==> config.mk <==
export PLATFORM = sky130hd
export DESIGN_NAME = bfknn_front
export DESIGN_NICKNAME = d
export VERILOG_FILES = /design/src/rtl/bfknn_pkg.sv /design/src/rtl/bfknn_front.sv
export SDC_FILE = /design/constraint.sdc
export NUM_CORES = 1
export LEC_CHECK = 0
export ABC_AREA = 1
export BUFFER_PORTS_ARGS = -buffer_cell sky130_fd_sc_hd__buf_2
export CAP_MARGIN = 15
export CORE_MARGIN = 5
export CORE_UTILIZATION = 30
export DETAILED_ROUTE_END_ITERATION = 7
export PLACE_DENSITY_LB_ADDON = 0.1
export SYNTH_ARGS = -nofsm -noshare
export SYNTH_HDL_FRONTEND = slang
export SYNTH_SLANG_ARGS = --single-unit
==> constraint.sdc <==
create_clock -name vclk -period 3.7
set_clock_uncertainty 0.15 [all_clocks]
set_input_delay 0.185 -clock vclk [all_inputs]
set_output_delay 0.185 -clock vclk [all_outputs]
set_load 0.02 [all_outputs]
==> src/rtl/bfknn_pkg.sv <==
// shared types, constants and codes for the knn search unit
// no dependencies
`default_nettype none

package bfknn_pkg;

   localparam int DEF_MAX_QUERIES = 8;
   localparam int DEF_MAX_LEN     = 128;
   localparam int DEF_MAX_K       = 8;

   localparam int DIST_W     = 48;
   localparam int SQ_W       = 34;
   localparam int LEN_W      = 11;
   localparam int NQ_W       = 5;
   localparam int K_W        = 5;
   localparam int FIFO_DEPTH = 4;

   localparam logic [DIST_W-1:0] DIST_ONES = {DIST_W{1'b1}};

   localparam logic [1:0] CMD_LOAD = 2'd0;
   localparam logic [1:0] CMD_CAND = 2'd1;
   localparam logic [1:0] CMD_EMIT = 2'd2;

   localparam logic [2:0] CSR_VECTOR_LEN  = 3'd0;
   localparam logic [2:0] CSR_QUERY_COUNT = 3'd1;
   localparam logic [2:0] CSR_K_DEPTH     = 3'd2;
   localparam logic [2:0] CSR_OWN_TABLE   = 3'd3;
   localparam logic [2:0] CSR_OWN_SET     = 3'd4;

   typedef enum logic [1:0] {
      OP_LOAD,
      OP_CAND,
      OP_EMIT
   } op_kind_type;

   typedef struct packed {
      op_kind_type        kind;
      logic [2:0]         qi;
      logic [6:0]         ei;
      logic signed [15:0] sample;
      logic [15:0]        tab;
      logic [15:0]        set;
      logic               last;
   } op_type;

   typedef struct packed {
      logic [LEN_W-1:0] len;
      logic [NQ_W-1:0]  nq;
      logic [K_W-1:0]   k;
      logic [15:0]      own_table;
      logic [15:0]      own_set;
   } cfg_type;

   typedef struct packed {
      logic [DIST_W-1:0] distance;
      logic [15:0]       tab;
      logic [15:0]       set;
   } list_entry_type;

   typedef enum logic [3:0] {
      ST_IDLE,
      ST_Q_RD,
      ST_Q_SQ,
      ST_Q_ACC,
      ST_L_HEAD,
      ST_L_CMP,
      ST_SH_RD,
      ST_SH_WR,
      ST_L_PUT,
      ST_E_RD,
      ST_E_OUT
   } back_state_type;

endpackage

`default_nettype wire

==> src/rtl/bfknn_front.sv <==
// front end: takes input transfers, classifies them and drops those without effect
// depends on bfknn_pkg
`default_nettype none

module bfknn_front
   import bfknn_pkg::*;
#(
   parameter int MAX_QUERIES = DEF_MAX_QUERIES,
   parameter int MAX_LEN     = DEF_MAX_LEN
) (
   input  wire logic        req_valid,
   output logic             req_stall,
   input  wire logic [1:0]  req_cmd,
   input  wire logic [2:0]  req_query_index,
   input  wire logic [6:0]  req_element_index,
   input  wire logic [15:0] req_sample,
   input  wire logic [15:0] req_cand_table,
   input  wire logic [15:0] req_cand_set,
   input  wire cfg_type     cfg,
   input  wire logic        q_full,
   output logic             push,
   output op_type           op
);

   logic accept;
   logic keep;
   logic own;
   logic load_ok;
   logic [LEN_W-1:0] ei_ext;

   assign req_stall = q_full;
   assign accept    = req_valid && !q_full;
   assign ei_ext    = LEN_W'(req_element_index);
   assign own       = (req_cand_table == cfg.own_table) && (req_cand_set == cfg.own_set);
   assign load_ok   = (NQ_W'(req_query_index) < NQ_W'(MAX_QUERIES))
                   && (ei_ext < LEN_W'(MAX_LEN));

   always_comb begin
      op.qi     = req_query_index;
      op.ei     = req_element_index;
      op.sample = req_sample;
      op.tab    = req_cand_table;
      op.set    = req_cand_set;
      op.last   = (ei_ext + LEN_W'(1)) == cfg.len;
      op.kind   = OP_LOAD;
      keep      = 1'b0;
      unique case (req_cmd)
         CMD_LOAD: begin
            op.kind = OP_LOAD;
            keep    = load_ok;
         end
         CMD_CAND: begin
            op.kind = OP_CAND;
            keep    = !own && (ei_ext < cfg.len);
         end
         CMD_EMIT: begin
            op.kind = OP_EMIT;
            keep    = 1'b1;
         end
         default: begin
            keep = 1'b0;
         end
      endcase
   end

   assign push = accept && keep;

endmodule

`default_nettype wire

==> results.json <==
{
  "outcome": "completed",
  "dieWidth_um": 78.26,
  "worstSetupEndpointType": "output port",
  "final_util": 0.3758,
  "start_util": 0.3145,
  "powerDensity_nw_per_um2": 118.0,
  "holdCritPathClass": "primary input to output port",
  "finalSetupViolations": 0,
  "pin_count": 178,
  "grt.total_usage": 0.09919,
  "drt_iter0_markers": 43,
  "grt_pass1_vias": 1275,
  "port_buffers": 130,
  "dp_hpwl_um": 3510,
  "die_height_um": 78.26,
  "ctsHoldBuffers": 0,
  "ys_warn_count": 0,
  "leakage_nw": 1.110,
  "path_max_fanout": 5,
  "tightest_slew_ps": 218.1,
  "core_area_um2": 4444,
  "ant_nets": 0,
  "drt_wl_total_um": 3654,
  "register_area_um2": 0,
  "routed-via-count": 1499,
  "row_count": 24,
  "grt_start_max_net_pins": 7,
  "startpoint_type": "primary input",
  "ir_drop_mv": 0.04173,
  "final_area_um2": 1670,
  "ys_seq_area_frac": 0,
  "post-place-ws_ps": 1895,
  "cts_resized": 0,
  "synthCells": 249,
  "path_class": "primary input to output port",
  "relSlewSlack": 0.8533,
  "mostFrequentLayoutCell": "buf_2",
  "worstPathRequired_ps": 3370,
  "fin_tns_setup_ps": 0,
  "dpl_cell_area_um2": 1670,
  "die_area_um2": 6124,
  "fin_ws_ps": 1904,
  "post-cts-setup-buffer-count": 0,
  "min_period_ps": 1796,
  "fmax_mhz": 556.9,
  "syn_nets": 372,
  "syn_area_per_cell_um2": 5.613,
  "rsz0062_at_grt": "false",
  "wl_per_cell_um": 9.823,
  "route.detailed.drc": 0,
  "layout-drive-gt1-share": 0.4188,
  "grt_overflow_total": 0,
  "min_path_cells": 0,
  "first_pass_iters": 4,
  "gp_congestion": 0.7329,
  "n_antenna_cell": 0,
  "arrival_ps": 1460,
  "maxCapViolCount": 0,
  "area_delta_synth_final_pct": 19.52,
  "slew_violations": 0,
  "post_drt_via_cell_ratio": 4.030,
  "syn_area_um2": 1398,
  "finalCritPeriodShare": 0.4853,
  "hold_viol": 0,
  "clkbuf_count": 0,
  "mostFrequentLayoutCells": "130 x buf_2, 75 x nand2_1, 45 x inv_1",
  "ys_types": 17,
  "fin_hold_ws_ps": 220.0,
  "grt_pass1_wl_um": 5237,
  "design.final.nets": 445,
  "antenna_found_initial": 0,
  "flops_and_latches": 0
}
[through the flow]
stage / power [mW] / std cells
after floorplan: 0.1671 / 249
after global placement: 0.1991 / 372
after detailed placement: 0.2003 / 372
after CTS: 0.2010 / 372
after global routing: 0.2202 / 372
final: 0.1972 / 372
[cell usage after synthesis, drive strengths merged]
cell type	count	area [um^2]
xnor2	22	192.7
nor4	1	6.260
nand2	75	281.5
ha	8	100.1
nand3	3	20.02
o211ai	1	7.510
inv	45	168.9
xor2	4	35.03
a21oi	5	25.02
o21ai	2	10.01
buf	59	442.9
nand4	3	18.77
nor2	19	76.32
or3	1	6.260
or2	1	6.260
[cells by family after synthesis]
group,count (synthesis),synth area share
adders and majority gates,8,0.07162
buffers and inverters,104,0.4378
and+or+nand+nor,103,0.2972
AOI/OAI and AO/OA,8,0.03044
xor gates and xnor gates,26,0.1629
[final timing paths]
path	startpoint	to	slack, ps
setup / recovery	req_element_index[2]	push	1900
hold / removal	req_sample[5]	op[38]	220
[where the power goes]
| group | switching, mW | leakage, nW | internal (mW) | total (mW) |
|---|---|---|---|---|
| clock | 0 | 0 | 0 | 0 |
| sequential | 0 | 0 | 0 | 0 |
| combinational | 0.108 | 1.11 | 0.0895 | 0.197 |
| total | 0.108 | 1.11 | 0.0895 | 0.197 |
[cell type report]
cell class,count,area (um^2)
Inverter,45,168.9
Tap cell,52,65.06
Fill cell,534,2774
Multi-Input combinational cell,145,785.8
Timing Repair Buffer,130,650.6
[worst max-delay path, stage by stage]
cell,delay [ps]
buf_2,130
ha_1,300
nand2_1,50
or2_2,260
a21oi_1,140
o21ai_0,80
nand3_1,90
a21oi_1,60
buf_2,160
[routing by layer]
layer / up-vias / track usage / wire (um)
li1: 817 / - / -
met1: 596 / 0.1095 / 1351
met4: 0 / 0.008741 / 34
met2: 80 / 0.1978 / 1814
met3: 6 / 0.02288 / 454
met5: - / 0 / 0
No activity file was read; power rests on OpenSTA's default activity.
