### src/rtl/bfknn_pkg.sv
// shared types, constants and codes for the knn search unit
// no dependencies
`default_nettype none

package bfknn_pkg;

   localparam int DEF_MAX_QUERIES = 8;
   localparam int DEF_MAX_LEN     = 128;
   localparam int DEF_MAX_K       = 8;

   localparam int DIST_W     = 48;
   localparam int SQ_W       = 34;
   localparam int LEN_W      = 11;
   localparam int NQ_W       = 5;
   localparam int K_W        = 5;
   localparam int FIFO_DEPTH = 4;

   localparam logic [DIST_W-1:0] DIST_ONES = {DIST_W{1'b1}};

   localparam logic [1:0] CMD_LOAD = 2'd0;
   localparam logic [1:0] CMD_CAND = 2'd1;
   localparam logic [1:0] CMD_EMIT = 2'd2;

   localparam logic [2:0] CSR_VECTOR_LEN  = 3'd0;
   localparam logic [2:0] CSR_QUERY_COUNT = 3'd1;
   localparam logic [2:0] CSR_K_DEPTH     = 3'd2;
   localparam logic [2:0] CSR_OWN_TABLE   = 3'd3;
   localparam logic [2:0] CSR_OWN_SET     = 3'd4;

   typedef enum logic [1:0] {
      OP_LOAD,
      OP_CAND,
      OP_EMIT
   } op_kind_type;

   typedef struct packed {
      op_kind_type        kind;
      logic [2:0]         qi;
      logic [6:0]         ei;
      logic signed [15:0] sample;
      logic [15:0]        tab;
      logic [15:0]        set;
      logic               last;
   } op_type;

   typedef struct packed {
      logic [LEN_W-1:0] len;
      logic [NQ_W-1:0]  nq;
      logic [K_W-1:0]   k;
      logic [15:0]      own_table;
      logic [15:0]      own_set;
   } cfg_type;

   typedef struct packed {
      logic [DIST_W-1:0] distance;
      logic [15:0]       tab;
      logic [15:0]       set;
   } list_entry_type;

   typedef enum logic [3:0] {
      ST_IDLE,
      ST_Q_RD,
      ST_Q_SQ,
      ST_Q_ACC,
      ST_L_HEAD,
      ST_L_CMP,
      ST_SH_RD,
      ST_SH_WR,
      ST_L_PUT,
      ST_E_RD,
      ST_E_OUT
   } back_state_type;

endpackage

`default_nettype wire

### src/rtl/bfknn_fifo.sv
// short operation queue between front end and back end
// depends on bfknn_pkg
`default_nettype none

module bfknn_fifo
   import bfknn_pkg::*;
(
   input  wire logic   clock,
   input  wire logic   reset,
   input  wire logic   push,
   input  wire op_type push_op,
   output logic        full,
   output logic        head_valid,
   output op_type      head,
   input  wire logic   pop
);

   localparam int PW = $clog2(FIFO_DEPTH);
   localparam int CW = $clog2(FIFO_DEPTH + 1);

   op_type        slot_ff [FIFO_DEPTH];
   logic [PW-1:0] wr_ptr_ff, wr_ptr_in;
   logic [PW-1:0] rd_ptr_ff, rd_ptr_in;
   logic [CW-1:0] count_ff, count_in;

   assign full       = count_ff == CW'(FIFO_DEPTH);
   assign head_valid = count_ff != '0;
   assign head       = slot_ff[rd_ptr_ff];

   always_comb begin
      wr_ptr_in = push ? wr_ptr_ff + PW'(1) : wr_ptr_ff;
      rd_ptr_in = pop ? rd_ptr_ff + PW'(1) : rd_ptr_ff;
      count_in  = count_ff + CW'(push) - CW'(pop);
   end

   always_ff @(posedge clock) begin
      if (reset) begin
         wr_ptr_ff <= '0;
         rd_ptr_ff <= '0;
         count_ff  <= '0;
      end else begin
         wr_ptr_ff <= wr_ptr_in;
         rd_ptr_ff <= rd_ptr_in;
         count_ff  <= count_in;
      end
   end

   always_ff @(posedge clock) begin
      if (push) begin
         slot_ff[wr_ptr_ff] <= push_op;
      end
   end

endmodule

`default_nettype wire

### config.mk
export PLATFORM = sky130hd
export DESIGN_NAME = bfknn_fifo
export DESIGN_NICKNAME = d
export VERILOG_FILES = /design/src/rtl/bfknn_pkg.sv /design/src/rtl/bfknn_fifo.sv
export SDC_FILE = /design/constraint.sdc
export NUM_CORES = 1
export LEC_CHECK = 0
export BUFFER_PORTS_ARGS = -buffer_cell sky130_fd_sc_hd__buf_4
export CAP_MARGIN = 10
export CORE_ASPECT_RATIO = 1.25
export CORE_MARGIN = 8
export CORE_UTILIZATION = 55
export DETAILED_ROUTE_END_ITERATION = 7
export PLACE_DENSITY = 0.77
export SYNTH_ARGS = -nofsm -noshare
export SYNTH_HDL_FRONTEND = slang
export SYNTH_SLANG_ARGS = --single-unit
### constraint.sdc
create_clock -name clock -period 6.5 [get_ports clock]
set_input_delay 1.3 -clock clock [delete_from_list [all_inputs] [get_ports clock]]
set_output_delay 1.3 -clock clock [all_outputs]
set_load 0.01 [all_outputs]
==> results of run 1 <==
[layout make-up]
cell class | count | area, um^2
well taps | 220 | 275.3
multi-input cells | 88 | 1625
flip-flops and latches | 253 | 7515
fillers | 1118 | 5645
repair buffers | 128 | 960.9
inverters | 6 | 22.52
clock buffers | 25 | 583.1
clock inverters | 13 | 83.83
[worst reg2reg max path, delay by kind of cell, from the launching register on]
kind	cells	cell delay (ns)
fa+ha+maj	1	0.16
flops	1	0.35
buf+inv	1	0.09
simple gates	1	0.78
[layer usage]
layer | vias to the layer above | wire length (um) | GRT usage (%)
li1 | 1801 | - | -
met1 | 2122 | 6212 | 17.78
met2 | 135 | 8997 | 27.47
met3 | 27 | 912 | 3.232
met4 | 0 | 340 | 5.122
met5 | - | 0 | 0
[flip-flops by register name, indices dropped and copies added, names as in the netlist, named ones only]
name,count
rd_ptr_ff,2
count_ff,3
slot_ff,244
wr_ptr_ff,2
[cell usage after synthesis]
cell      count  area, um^2
a21bo_2       1       10.01
a21oi_1       1       5.000
and2_1        4       25.02
and3_1        1       6.260
buf_1         1       3.750
buf_12        6       120.1
buf_2         6       30.03
buf_6         1       11.26
dfxtp_1       9       180.2
edfxtp_1    244        7327
fa_1          1       20.02
ha_1          6       75.07
inv_1         6       22.52
mux2i_1       1       10.01
mux4_1        1       26.28
mux4_2       60        1351
nand3b_1      1       7.510
nor2_1        5       18.77
nor2b_1       2       12.51
or3_1         1       6.260
xnor2_1       2       17.52
xor3_1        1       23.77
[worst min path at each step]
stage                            start        end  slack [ns]  depth (start not counted)
after floorplan           rd_ptr_ff[1]  flip-flop        0.49                          2
after global placement    rd_ptr_ff[1]  flip-flop        0.50                          2
after detailed placement  rd_ptr_ff[1]  flip-flop        0.52                          2
after CTS                 rd_ptr_ff[1]  flip-flop        0.53                          2
after global routing      rd_ptr_ff[0]  flip-flop        0.56                          2
final                     rd_ptr_ff[1]  flip-flop        0.54                          2
[stage by stage]
step           hold WS [ns]  worst slack, ns  util [%]  cells
3_3_place_gp         0.4987            2.929     62.23    695
4_1_cts              0.5295            2.396     66.22    733
6_report             0.5385            2.541     66.22    733
3_5_place_dp         0.5171            2.932     62.23    695
2_1_floorplan        0.4918            3.335         -    361
5_1_grt              0.5629            2.311     66.22    733
[power by group through the flow]
| stage | logic (mW) | clock network (mW) | registers (mW) |
|---|---|---|---|
| 2_1_floorplan | 0.227 | 0 | 1.93 |
| 5_1_grt | 0.389 | 1.29 | 1.93 |
| 4_1_cts | 0.372 | 1.24 | 1.93 |
| 3_3_place_gp | 0.361 | 0 | 1.95 |
| 6_report | 0.363 | 1.21 | 1.92 |
| 3_5_place_dp | 0.370 | 0 | 1.96 |
[logic make-up (layout without fill, tap and decap cells)]
group | Yosys count | in the layout
flops | 253 | 253
mux | 62 | 62
buf+inv | 20 | 172
simple gates | 14 | 14
fa+ha+maj | 7 | 7
xor+xnor | 3 | 3
compound gates | 2 | 2
==> results list, run 1 <==
- The analysis attributes to cell leakage a power of 3.745 nW.
* Slowest Stage Delay on Critical Path: 0.90 ns
- Length in cells of the worst reg-to-reg path: 3
- Startpoint-to-endpoint class of the critical path: reg -> out
* Commonest cells after routing, fill and taps aside: 244 x edfxtp_1, 128 x buf_4, 60 x mux4_2, 23 x clkbuf_16
- The critical path contains buffers and inverters numbering 2 combined.
- Multiplexer share of the synthesized area: 14.90%
- Count of yosys warnings during synthesis: 0
- Worst-path clk slew: 0.06 ns
- The first global-routing pass estimated 25270 um of wire.
* Width of the die: 132.4 um
- Adder-cell area share of the yosys netlist: 1.021%
- Detailed Routing Iterations Pass 1: 6
* Max Slew Vio Count: 0
* Hold buffer count at cts: 0
- Reg2reg setup slack: 4.71 ns
- In this run the vertical extent of the chip is 161.5 um.
- Power spread over the standard cell area amounts to 316.2 nW/um^2.
- Summed area of non-filler cells in the final layout: 11070 um^2
* Outcome: complete, no violations
- The worst register-to-register path ends at slot_ff[0][19].
* Launch instance of the worst register-to-register path: wr_ptr_ff[0]
- In this run the number of cells on the critical path is 3.
* Synthesized-area fraction occupied by and/or/nand/nor cells: 0.8198%
* Number of H-tree levels: 1
* Family with the most delay on the worst path: flip-flops
- After layout, the design draws a total of 3.499 mW.
* Slowest cell on crit path: dfxtp_4
- Adding up every negative setup slack in the final design gives 0 ns.
- The detail route stage leaves a number of antenna-violating nets equal to 0.
- Register share of total power: 54.9%
- The synthesized netlist devotes 0.1613% of its cell area to compound gates.
- Number of endpoints with negative hold slack in the final report: 0
- Entering global routing, the biggest net connects 62 pins.
- Dpl hpwl: 9621 um
- The synthesized design contains 253 register bits.
- The share of the Yosys chip area taken by registers is 80.63%.
- Via count of the routed design: 4085
- Setup bufs post-CTS: 0
- Count of final setup violators: 0
- After synthesis the cells add up to 9310 um^2.
- Data arrives at the worst endpoint at 2.66 ns.
- Path category of the worst min-delay check: reg -> reg
- After detailed routing, the total wire length is 16460 um.
- TritonCTS created 23 clock buffers.
- Based on the critical path, the design can be clocked at up to 252.6 MHz.
* Comb pwr share: 10.4%
* Critical path cell sequence: buf_4 > mux4_2 > buf_4
* Post-Synth XOR/XNOR Area: 0.4435%
* Core area: 16710 um^2
- The floorplan has 53 rows.
- Number of resized instances in the post-cts repair step: 0
- Between clock sinks in the finished design, the worst skew comes to 0.009346 ns.
* WL/cell: 22.46 um
- Relative to the synthesized area, the layout overhead comes to 18.85%.
- Mean post-synth cell area: 25.79 um^2
- The netlist uses 22 different library cells.
* Required @ worst endpoint: 5.20 ns
* Number of clock sinks: 253
- After global routing the overflow that remains totals 0.
* Critical Path End Type: output port
- CP startpoint kind: flip-flop
- Time the final worst path needs with I/O delays and setup: 3.959 ns
* Number of antenna violations at the first check in global routing: 0
- In this run the count of I/O pins placed on the die edge is 128.
* Overall global routing resource usage: 15.26%
- Number of maximum-capacitance violations: 0
* Synthesized instance count: 361
- Switching fraction of total power: 21.17%
- DRC: 0
* Fraction of power consumed by the clock network: 34.7%
* Initial Util: 55.71%
- Input and output buffers added on the ports amount to 127.
- The internal power of the cells totals 2.758 mW.
* Proportion of layout cells with a drive suffix above 1: 44.05%
* Peak ir drop on the vdd network: 0.2428 mV
- Final cycle utilization of the critical path: 60.90%
* Cell at the root of the clock tree: clkbuf_16
- The worst pin sits at a relative slew slack of 35.46%.
* Critical path capture point: head[56]
- The clock reaches the later pin of the worst-skew pair after 0.49 ns.
* Placed Instance Area: 10400 um^2
- NetSw: 0.7408 mW
- Via count of the first global-routing pass: 4528
- Setup repair after global routing missed its margin: false
- Clock Tree Buf Depth: 3
- Post-synth net total: 433
- Routability-driven placement finished with a final weighted congestion of 0.6711.
* TritonCTS clock tree: built
* Floorplan die area: 21370 um^2
* CP most frequent cell: buf_4
- Dominant combinational cell family by area after synthesis: multiplexers
* Transition time at the pin with the least slew margin: 0.9681 ns
- First DRT Iteration DRCs: 233
* Most common library cell in the layout ignoring fill and taps: edfxtp_1
- After the last flow step, the layout net total stands at 572.
* Critical-path maximum fanout: 42
- Antenna fix cells: 0
* Avg Vias per Cell: 5.573
Note: power is estimated with default switching activity, not from simulation.
==> run 2: changes to the inputs <==
- ABC_AREA: default -> 1
- CORE_UTILIZATION: 55 -> 52
- PLACE_DENSITY: 0.77 -> 0.75
- clock period: 6.5 -> 3.4 ns (I/O delays scaled with it)
==> run 2 against run 1 <==
- sequential power is 88% higher
- die area is 17% higher
- total power is 98% higher
- via count is 44% higher
- setup slack worse by 1.9 ns
- clock skew is 0.0017 ns lower
- clock-buffer cell count is 1 higher
- register-to-register slack worse by 3.0 ns
- global-route usage is 0.17 points lower
- utilization is 4.5 points lower
- critical path type unchanged
==> results list, run 2 <==
- Fraction of post-synthesis cell area in the top cell type by area: 69.87% (-8.8 points)
- The maximum vdd ir drop came to 0.3844 mV (+58%).
- Mean post-synth cell area: 13.65 um^2 (-47%)
- The actual slew at the worst max-slew pin came to 0.5990 ns (-0.3691 ns).
- Standby leakage power: 4.782 nW (+28%)
* Setup bufs post-CTS: 0 (unchanged)
- The number of buffers inserted during clock tree synthesis is 24 (+4.3%).
* Summed area of non-filler cells in the final layout: 12320 um^2 (+11%)
- The data arrival time of the worst path came to 2.03 ns (-0.63 ns).
- The length in cells of the worst reg-to-reg path is 5 (+2).
- The mean number of vias per cell is 4.983 (-11%).
- Synth async-reset ratio: 0% (unchanged)
* Antenna fix cells: 0 (unchanged)
- Startpoint-to-endpoint class of the critical path: reg -> out
* Time the final worst path needs with I/O delays and setup: 2.709 ns
- STA classifies the critical path endpoint as an output port.
- Detailed Routing Iterations Pass 1: 4 (-2)
- Core area: 19960 um^2 (+19%)
- The commonest cells after synthesis are 244 x edfxtp_1, 138 x inv_1, 130 x nand2_1.
* Number of cells on the critical path: 5 (+2)
- The DRC violation count after routing was 0 (unchanged).
* Busiest layer in global routing: met2
* Number of resized instances in the post-cts repair step: 0 (unchanged)
* Via count of the routed design: 5885 (+44%)
- The half-perimeter wire length after placement is 11690 um (+21%).
- The number of global-route vias before repair was 5992 (+32%).
- Critical-path maximum fanout: 40 (-4.8%)
* Count of yosys warnings during synthesis: 0 (unchanged)
- Synth area leader: edfxtp_1
- The count of cells along the worst hold path came to 2 (unchanged).
- Synthesis-to-finish area growth: 17.44%
* Largest registers ranked by flip-flop count: slot_ff: 244 flops, count_ff: 3 flops
- The maximum number of pins on one net before global-route repair was 105 (+69%).
- The setup violation total in the final timing report came to 0 (unchanged).
- Timing would allow up to 369.1 MHz.
* Count of pins on the block boundary: 128 (unchanged)
* Number of clock sinks: 253 (unchanged)
- Critical path cell sequence: buf_4 > a21oi_1 > o21ai_0 > nand2_1 > buf_4
* Global-route track usage on met1: 18.50% (+0.73 points)
* Worst r2r dst: slot_ff[2][6]
* First DRT Iteration DRCs: 342 (+47%)
- The layout cell share with drive strength beyond 1 is 26.56% (-17 points).
- The starting density of the core was 52.55% (-3.2 points).
- The largest individual stage delay along the critical path comes from the cell dfxtp_4.
- Among the stages of the critical path, the cell type that occurs most often is buf_4.
* Number of buffer and inverter instances along the worst setup path: 2 (unchanged)
* Reg2reg setup slack: 1.73 ns (-2.98 ns)
- The final estimated routing congestion in global placement is 0.6932 (+3.3%).
* Remaining global-route overflow: 0 (unchanged)
- Portion of the post-synthesis area used by sequential elements: 71.59% (-9.0 points)
* Leading register cell type out of synthesis: edfxtp_1
* Latest clock arrival within the worst-skew pair: 0.51 ns (+0.02 ns)
- The overall die height was 174.8 um (+8.2%).
- Top cells by area, synth: edfxtp_1 70%, o211ai_2 7.3%, inv_1 4.9%
* Filler cell count in the final layout: 1510 (+35%)
* Relative max-transition margin: 60.07% (+25 points)
* Synthesized area: 10490 um^2 (+13%)
- Max Slew Vio Count: 0 (unchanged)
* Synthesized instance count: 768 (+110%)
- The final hold violation count was 0 (unchanged).
- Global-route wire length before repair: 30280 um (+20%)
- The required time of the critical path came to 2.72 ns (-2.48 ns).
* Most common library cell in the layout ignoring fill and taps: edfxtp_1
* Clock Tree Buf Depth: 3 (unchanged)
- Counting flops per register, the top entry is slot_ff.
- Number of maximum-capacitance violations: 0 (unchanged)
* WL/cell: 16.19 um (-28%)
* Max reg flops: 244 (unchanged)
- Hold buffer count at cts: 0 (unchanged)
- Cell at the root of the clock tree: clkbuf_16
* Launch instance of the worst register-to-register path: wr_ptr_ff[0]
- Critical path capture point: head[50]
- Met2 track demand over resource: 26.17% (-1.3 points)
- Floorplan die area: 24990 um^2 (+17%)
- Most frequently used cell type in the post-synthesis netlist: edfxtp_1
- The number of standard-cell rows in the floorplan was 58 (+9.4%).
* Width of the die: 143.0 um (+8.0%)
- The final-stage net count came to 965 (+69%).
- Post-synthesis cell type count: 17 (-23%)
* Worst clock skew: 0.007645 ns (-0.001702 ns)
- Path category of the worst min-delay check: in -> reg
- Post-synth net total: 840 (+94%)
- The met3 demand-to-capacity share in global routing is 3.687% (+0.45 points).
- The instance area after placement is 11550 um^2 (+11%).
* Register bit total from synthesis: 253 (unchanged)
- The detailed-route wire length was 19120 um (+16%).
- The global-route usage over all layers was 15.09% (-0.17 points).
* Power per cell area: 563.2 nW/um^2 (+78%)
* Number of antenna violations at the first check in global routing: 3 (+3)
* CP startpoint kind: flip-flop
- TritonCTS clock tree: built
* Number of enable flip-flop cells after synthesis: 244 (unchanged)
- The level count of the clock H-tree was 1 (unchanged).
- Outcome: complete, no violations
- The library cells used most frequently in the layout, excluding fill and tap cells, are 244 x edfxtp_1, 134 x inv_1, 132 x buf_4, 130 x nand2_1, 67 x a21oi_1.
* Setup repair after global routing missed its margin: false
* Final cycle utilization of the critical path: 79.69%
- Family with the most delay on the worst path: flip-flops
- The antenna violation net count after detailed routing is 0 (unchanged).
- The clock transition at the registers of the reported paths came to 0.06 ns (about the same).
- The final sum of negative setup slack came to 0 ns (unchanged).
- The total of buffers placed on input and output ports came to 127 (unchanged).
- Slowest Stage Delay on Critical Path: 0.73 ns (-0.17 ns)
run 2: changes by cell type in the layout (fill, tap and decap cells not counted), moves of 8 or more:
| cell | change |
|---|---|
| nand2_1 | +130 |
| o211ai_2 | +61 |
| buf_12 | +8 |
| mux4_2 | -60 |
| a21oi_1 | +66 |
| o21ai_0 | +43 |
| o21ai_1 | +22 |
| inv_1 | +128 |
run 2: kinds of logic (layout without fill, tap and decap cells):
| kind of cell | Yosys count | in the layout | share of synthesized area (%) |
|---|---|---|---|
| flip-flops | 253 | 253 | 71.59 |
| adder cells (fa/ha/maj) | 7 | 7 | 0.9068 |
| buffers and inverters | 179 | 322 | 9.032 |
| AO/OA/AOI/OAI | 193 | 193 | 13.58 |
| AND/OR/NAND/NOR | 136 | 136 | 4.892 |
run 2: worst min path at each step:
stage / from / to / slack [ns]
after floorplan: rd_ptr_ff[1] / flip-flop / 0.44
after global placement: rd_ptr_ff[1] / flip-flop / 0.44
after detailed placement: rd_ptr_ff[1] / flip-flop / 0.45
after CTS: reset / count_ff[0] / 0.33
after global routing: reset / count_ff[0] / 0.34
final: reset / count_ff[1] / 0.35
run 2: layer usage:
layer	wire, um	vias up
met1	8100	2826
met5	43	-
li1	-	2907
met4	245	6
met2	9626	119
met3	1107	27
run 2: area by class of cell:
type	count	area [um^2]	area share [%]
inverters	138	518.0	4.206
clock buffers	26	629.4	5.110
flip-flops and latches	253	7515	61.02
repair buffers	140	1151	9.347
clock inverters	18	132.6	1.077
well taps	270	337.8	2.743
multi-input cells	336	2032	16.50
run 2: worst register-to-register path: cells and delay by family (launching register included):
family	cells	cell delay [ns]
adder cells (fa/ha/maj)	1	0.16
buffers and inverters	3	0.76
flip-flops	1	0.32
AND/OR/NAND/NOR	1	0.06
run 2: power breakdown:
group / internal (mW) / switching (mW) / total [mW] / leakage [nW]
Combinational: 0.319 / 0.447 / 0.766 / 2.09
Clock: 1.48 / 1.07 / 2.56 / 0.378
Sequential: 3.56 / 0.0502 / 3.61 / 2.32
Total: 5.37 / 1.57 / 6.94 / 4.78
run 2: stage by stage:
step / instances / utilization, % / power [mW] / setup slack (ns) / hold WS, ns
6_report: 1181 / 61.71 / 6.936 / 0.6906 / 0.3527
5_1_grt: 1181 / 61.71 / 7.199 / 0.5268 / 0.3351
4_1_cts: 1181 / 61.71 / 7.016 / 0.6238 / 0.3250
3_5_place_dp: 1137 / 57.89 / 4.460 / 1.178 / 0.4482
3_3_place_gp: 1137 / 57.89 / 4.437 / 1.205 / 0.4372
2_1_floorplan: 768 / - / 4.130 / 1.084 / 0.4356
